$ cat src/design/b64d_pkg.sv
package b64d_pkg;

    localparam logic [7:0] NEWLINE_CODE = 8'h0a;
    localparam logic [7:0] PAD_EQUALS   = 8'h3d;
    localparam logic [7:0] PAD_DOT      = 8'h2e;
    localparam logic [7:0] CHAR_PLUS    = 8'h2b;
    localparam logic [7:0] CHAR_MINUS   = 8'h2d;
    localparam logic [7:0] CHAR_SLASH   = 8'h2f;
    localparam logic [7:0] CHAR_UNDER   = 8'h5f;
    localparam logic [7:0] CHAR_UPPER_A = 8'h41;
    localparam logic [7:0] CHAR_UPPER_Z = 8'h5a;
    localparam logic [7:0] CHAR_LOWER_A = 8'h61;
    localparam logic [7:0] CHAR_LOWER_Z = 8'h7a;
    localparam logic [7:0] CHAR_DIGIT_0 = 8'h30;
    localparam logic [7:0] CHAR_DIGIT_9 = 8'h39;

    localparam logic [5:0] SEXTET_62 = 6'd62;
    localparam logic [5:0] SEXTET_63 = 6'd63;

    // one decoded result as it leaves the decode stage
    typedef struct packed {
        logic       emit;
        logic [7:0] data;
        logic       byte_valid;
        logic       eos;
        logic       incomplete;
    } t_result;

    // character to sextet, anything outside both alphabets gives zero
    function automatic logic [5:0] sextet_of(input logic [7:0] c);
        logic [7:0] v;
        v = 8'd0;
        if (c >= CHAR_UPPER_A && c <= CHAR_UPPER_Z) begin
            v = c - CHAR_UPPER_A;
        end else if (c >= CHAR_LOWER_A && c <= CHAR_LOWER_Z) begin
            v = c - CHAR_LOWER_A + 8'd26;
        end else if (c >= CHAR_DIGIT_0 && c <= CHAR_DIGIT_9) begin
            v = c - CHAR_DIGIT_0 + 8'd52;
        end else if (c == CHAR_PLUS || c == CHAR_MINUS) begin
            v = {2'b00, SEXTET_62};
        end else if (c == CHAR_SLASH || c == CHAR_UNDER) begin
            v = {2'b00, SEXTET_63};
        end
        return v[5:0];
    endfunction

endpackage

$ cat src/design/b64d_decode.sv
module b64d_decode (
    input  logic             i_clk,
    input  logic             i_rst_n,
    input  logic             i_fire,
    input  logic [7:0]       i_char,
    input  logic             i_last,
    output b64d_pkg::t_result o_result
);
    import b64d_pkg::*;

    logic [1:0] r_pos;
    logic [5:0] r_prev;
    logic       r_third_pad;
    logic [1:0] n_pos;
    logic [5:0] n_prev;
    logic       n_third_pad;

    logic [5:0] sextet;
    logic       pad;
    logic       newline;
    logic       byte_ok;
    logic [7:0] byte_val;

    assign sextet  = sextet_of(i_char);
    assign pad     = (i_char == PAD_EQUALS) || (i_char == PAD_DOT);
    assign newline = (i_char == NEWLINE_CODE);

    // group step: byte assembly and next group state
    always_comb begin
        n_pos       = r_pos;
        n_prev      = r_prev;
        n_third_pad = r_third_pad;
        byte_ok     = 1'b0;
        byte_val    = 8'd0;
        if (!newline) begin
            case (r_pos)
                2'd0: begin
                    n_prev = sextet;
                    n_pos  = 2'd1;
                end
                2'd1: begin
                    byte_val = {r_prev, sextet[5:4]};
                    byte_ok  = 1'b1;
                    n_prev   = sextet;
                    n_pos    = 2'd2;
                end
                2'd2: begin
                    n_third_pad = pad;
                    if (!pad) begin
                        byte_val = {r_prev[3:0], sextet[5:2]};
                        byte_ok  = 1'b1;
                    end
                    n_prev = sextet;
                    n_pos  = 2'd3;
                end
                default: begin
                    if (!r_third_pad && !pad) begin
                        byte_val = {r_prev[1:0], sextet};
                        byte_ok  = 1'b1;
                    end
                    n_prev      = 6'd0;
                    n_third_pad = 1'b0;
                    n_pos       = 2'd0;
                end
            endcase
        end
    end

    // result toward the output register
    always_comb begin
        o_result.emit       = byte_ok || i_last;
        o_result.data       = byte_ok ? byte_val : 8'd0;
        o_result.byte_valid = byte_ok;
        o_result.eos        = i_last;
        o_result.incomplete = i_last && (n_pos != 2'd0);
    end

    // group state, back to reset after a last-marked character
    always_ff @(posedge i_clk) begin
        if (!i_rst_n) begin
            r_pos       <= 2'd0;
            r_prev      <= 6'd0;
            r_third_pad <= 1'b0;
        end else if (i_fire) begin
            if (i_last) begin
                r_pos       <= 2'd0;
                r_prev      <= 6'd0;
                r_third_pad <= 1'b0;
            end else begin
                r_pos       <= n_pos;
                r_prev      <= n_prev;
                r_third_pad <= n_third_pad;
            end
        end
    end

endmodule

$ cat src/design/b64d_out_reg.sv
module b64d_out_reg (
    input  logic              i_clk,
    input  logic              i_rst_n,
    input  logic              i_fire,
    input  b64d_pkg::t_result i_result,
    output logic              o_free,
    output logic              o_valid,
    input  logic              i_ready,
    output logic [7:0]        o_data,
    output logic              o_last,
    output logic [1:0]        o_user
);
    import b64d_pkg::*;

    logic    r_valid;
    t_result r_res;

    assign o_free  = !r_valid || i_ready;
    assign o_valid = r_valid;
    assign o_data  = r_res.data;
    assign o_last  = r_res.eos;
    assign o_user  = {r_res.incomplete, r_res.byte_valid};

    // result register, loads when empty or being drained
    always_ff @(posedge i_clk) begin
        if (!i_rst_n) begin
            r_valid <= 1'b0;
        end else if (o_free) begin
            r_valid <= i_fire && i_result.emit;
        end
    end

    always_ff @(posedge i_clk) begin
        if (o_free && i_fire && i_result.emit) begin
            r_res <= i_result;
        end
    end

endmodule

$ cat src/design/base64_decoder_top.sv
// base64 character stream decoder
// a character passes the input register, then its result goes to the result register
// throughput: one character per cycle, held back only by m_tready on the result register
// characters that produce no byte and are not last-marked give no result request
// reset: synchronous active-low i_rst_n clears both stage valids and the group state
module base64_decoder_top (
    input  logic       i_clk,
    input  logic       i_rst_n,
    input  logic       s_tvalid,
    output logic       s_tready,
    input  logic [7:0] s_tdata,   // [7:0] in_char
    input  logic       s_tlast,   // is_last
    output logic       m_tvalid,
    input  logic       m_tready,
    output logic [7:0] m_tdata,   // [7:0] out_byte
    output logic       m_tlast,   // end_of_stream
    output logic [1:0] m_tuser    // [0] byte_valid, [1] incomplete_group
);
    import b64d_pkg::*;

    logic       r_in_valid;
    logic [7:0] r_char;
    logic       r_last;
    logic       out_free;
    logic       advance;
    t_result    result;

    assign advance  = r_in_valid && out_free;
    assign s_tready = !r_in_valid || advance;

    // input register
    always_ff @(posedge i_clk) begin
        if (!i_rst_n) begin
            r_in_valid <= 1'b0;
        end else if (s_tready) begin
            r_in_valid <= s_tvalid;
        end
    end

    always_ff @(posedge i_clk) begin
        if (s_tready && s_tvalid) begin
            r_char <= s_tdata;
            r_last <= s_tlast;
        end
    end

    b64d_decode u_decode (
        .i_clk    (i_clk),
        .i_rst_n  (i_rst_n),
        .i_fire   (advance),
        .i_char   (r_char),
        .i_last   (r_last),
        .o_result (result)
    );

    b64d_out_reg u_out (
        .i_clk    (i_clk),
        .i_rst_n  (i_rst_n),
        .i_fire   (advance),
        .i_result (result),
        .o_free   (out_free),
        .o_valid  (m_tvalid),
        .i_ready  (m_tready),
        .o_data   (m_tdata),
        .o_last   (m_tlast),
        .o_user   (m_tuser)
    );

endmodule

$ cat config.mk
export PLATFORM = sky130hd
export DESIGN_NAME = base64_decoder_top
export DESIGN_NICKNAME = d
export VERILOG_FILES = /design/src/design/b64d_pkg.sv /design/src/design/b64d_decode.sv /design/src/design/b64d_out_reg.sv /design/src/design/base64_decoder_top.sv
export SDC_FILE = /design/constraint.sdc
export NUM_CORES = 1
export LEC_CHECK = 0
export BUFFER_PORTS_ARGS = -buffer_cell sky130_fd_sc_hd__buf_2
export CAP_MARGIN = 20
export CORE_ASPECT_RATIO = 0.6
export CORE_MARGIN = 2
export CORE_UTILIZATION = 55
export DETAILED_ROUTE_END_ITERATION = 10
export PLACE_DENSITY = 0.83
export SYNTH_ARGS = -nofsm -noshare
export SYNTH_HDL_FRONTEND = slang
export SYNTH_SLANG_ARGS = --single-unit
$ cat constraint.sdc
create_clock -name i_clk -period 4.2 [get_ports i_clk]
set_input_delay 0.84 -clock i_clk [delete_from_list [all_inputs] [get_ports i_clk]]
set_output_delay 0.84 -clock i_clk [all_outputs]
set_load 0.01 [all_outputs]
==> out/results.txt <==
WP buf/inv: 1
Starting Density: 0.578
post-synthesis area per instance: 9.67 µm²
hold violation count in the final report: 0
number of max-slew violations in the final report: 0
run status: finished clean
clock buffer count from CTS: 5
number of different library cells in the post-synthesis netlist: 60
Detailed Route Iter0 Violations: 244
die extent in x: 84.3 µm
total via count after detailed routing: 1,803
Fill cells: 306
CP Capture Type: flop
required time worst endpoint: 4100 ps
period utilisation layout: 0.668
transition time at the pin with the least slew margin: 998 ps
fraction of synthesized cell area taken by the top area cell type: 0.282
dominant delay contributor by cell family on the critical path: compound AO/OA/AOI/OAI gates
DR pass1 iterations: 5
classification of the worst setup path: flop to flop
leakage power of the design: 0.896 nW
hold bufs inserted after CTS: 0
highest net fanout along the worst path: 11
met3 Use GR: 0.0583
EDFF count, synth: 20
fraction of registers with async set/reset: 0
critical-path cell list: inv_1, ha_1, mux2_2, nand3_2, o211ai_2, a21oi_1
die area: 4400 µm²
tightest slew margin relative to the limit: 0.335
cell area after synthesis: 2130 µm²
cell with the most instances after synthesis: sky130_fd_sc_hd__edfxtp_1
global-route layer with the greatest usage: met1
vias in the first global route: 1,542
DRT Wirelength: 4720 µm
GR Util met2: 0.304
TritonCTS clock tree: yes
drt wl/cell: 16.3 µm
clock tree skew after final layout: 2.58 ps
total congestion overflow after global routing: 0
fraction of layout cells with a size suffix above 1: 0.178
data arrival time at the worst-slack endpoint: 2710 ps
maximum clock path buffer count: 2
power after layout: 0.733 mW
Worst path slowest cell: sky130_fd_sc_hd__a21oi_1
highest achievable clock rate: 357 MHz
predominant post-synthesis flop cell: sky130_fd_sc_hd__edfxtp_1
Largest stage delay, worst path: 840 ps
area of combinational cells with multiple inputs: 1210 µm²
area of all sequential standard cells: 821 µm²
worst hold path class: flop to flop
Min Clock Period, post-route: 2800 ps
number of buffers added for setup after CTS: 0
post-route non-filler standard cell count: 289
total DRC errors in the routed layout: 0
sequential area share after synthesis: 0.386
count of placed standard cells including taps: 281
routability-driven placement congestion ratio: 0.958
final HPWL from detailed placement: 3570 µm
number of max-capacitance violations reported: 0
core area: 3680 µm²
main area contributors after synthesis: sky130_fd_sc_hd__edfxtp_1 (28%), sky130_fd_sc_hd__dfxtp_1 (10%), sky130_fd_sc_hd__ha_1 (8.8%)
power per cell area: 310 nW/µm²
wire length of the first global-routing pass: 7600 µm
Yosys warning count: 0
maximum number of pins on one net before global-route repair: 21
synthesized instance count: 220
final antenna-violating net count: 0
number of antenna violations at the first check in global routing: 0
synthesis-stage register bit count: 31
type of element launching the critical path: flop
insertion delay of the later-clocked pin in the worst-skew pair: 280 ps
register-to-register setup slack: 1400 ps
Boundary Pins: 26
post-cts sizing count: 0
top cell type by total area after synthesis: sky130_fd_sc_hd__edfxtp_1
combined global-route utilization of all metal layers: 0.228
fin nets: 269
list of most frequent post-synthesis cells: sky130_fd_sc_hd__edfxtp_1 (20), sky130_fd_sc_hd__nand2_1 (16), sky130_fd_sc_hd__ha_1 (15), sky130_fd_sc_hd__nor2_1 (14), sky130_fd_sc_hd__nor2b_1 (12)
Setup TNS: 0 ps
final core area utilization: 0.642
clock slew seen by the registers of the worst setup and hold paths: 60 ps
met1 track utilization from global routing: 0.364
deepest level of the CTS H-tree: 2
synthesized net count: 248
RSZ-0062 raised after global routing: no
IR drop worst, VDD: 0.246 mV
Design Area, Final: 2360 µm²
height of the die: 52.2 µm
number of rows created at floorplan: 17
# clock sinks: 31
buffer type at the clock tree root: sky130_fd_sc_hd__clkbuf_8
diode insertion count for antenna repair: 0
growth of design area from synthesis to finish: 11.1%
# port buffers: 25
number of vias per cell: 6.24
final setup violating endpoints: 0
Post-DP Area: 2250 µm²
## sequential cells by signal, indices dropped and copies added, names as in the netlist
signal	cells
u_out.o_data	8
u_decode.r_prev	6
u_decode.r_pos	2
r_in_valid	1
u_out.o_last	1
u_out.o_valid	1
u_out.o_user	2
r_last	1
u_decode.r_third_pad	1
r_char	8
## per-layer routing
metal	share of wire	wire, µm	vias to the layer above
li1	-	-	859
met1	0.50	2370	825
met2	0.38	1790	113
met3	0.11	532	6
met4	0.0061	29	0
met5	0	0	-
## per-stage QoR
step | worst slack [ps] | hold WS [ps]
4_1_cts | 1390 | 496
3_5_place_dp | 1400 | 485
2_1_floorplan | 1850 | 457
3_3_place_gp | 1450 | 485
6_report | 1400 | 495
5_1_grt | 1180 | 513
## report_power, final
part / total, mW / internal (mW) / switching (mW)
Combinational: 0.0958 / 0.0389 / 0.0569
Clock: 0.282 / 0.173 / 0.109
Sequential: 0.355 / 0.337 / 0.0179
## path summary, 6_finish.rpt
| check | start | to | depth (start not counted) |
|---|---|---|---|
| worst max-delay path | r_char[1] | u_out.o_user[0] | 6 |
| worst min-delay path | u_decode.r_prev[3] | u_decode.r_prev[3] | 2 |
| worst max register to register | r_char[1] | u_out.o_user[0] | 6 |
| worst min register to register | u_decode.r_prev[3] | u_decode.r_prev[3] | 2 |
## cell usage in the layout, fill, tap and decap left out, drive strengths merged, types with 6 or more instances in the layout
cell type / netlist / routed
a21oi: 11 / 11
buf: 4 / 25
ha: 15 / 15
dfxtp: 11 / 11
nor2: 14 / 14
nand2: 16 / 16
o211ai: 8 / 8
a32oi: 6 / 6
inv: 10 / 10
edfxtp: 20 / 20
nor2b: 12 / 12
a22oi: 6 / 6
nand3: 7 / 7
## worst min-delay path, stage by stage (launching register included)
cell	delay [ps]
sky130_fd_sc_hd__dfxtp_1	330
sky130_fd_sc_hd__nand2_1	50
sky130_fd_sc_hd__a21boi_0	70
## cell families after synthesis
kind of cell,after synthesis,share of synthesized area
fa+ha+maj,15,0.0882
flops,31,0.386
xor+xnor,4,0.0165
mux,2,0.0100
compound gates,60,0.220
buf+inv,21,0.0441
simple gates,87,0.235
## layout make-up
type,count,area share
Clock buffer,5,0.0291
Timing Repair Buffer,25,0.0530
Multi-Input combinational cell,168,0.513
Sequential cell,31,0.347
Tap cell,47,0.0249
Clock inverter,3,0.0164
Inverter,10,0.0159
Power figures use the tool's default switching activity.
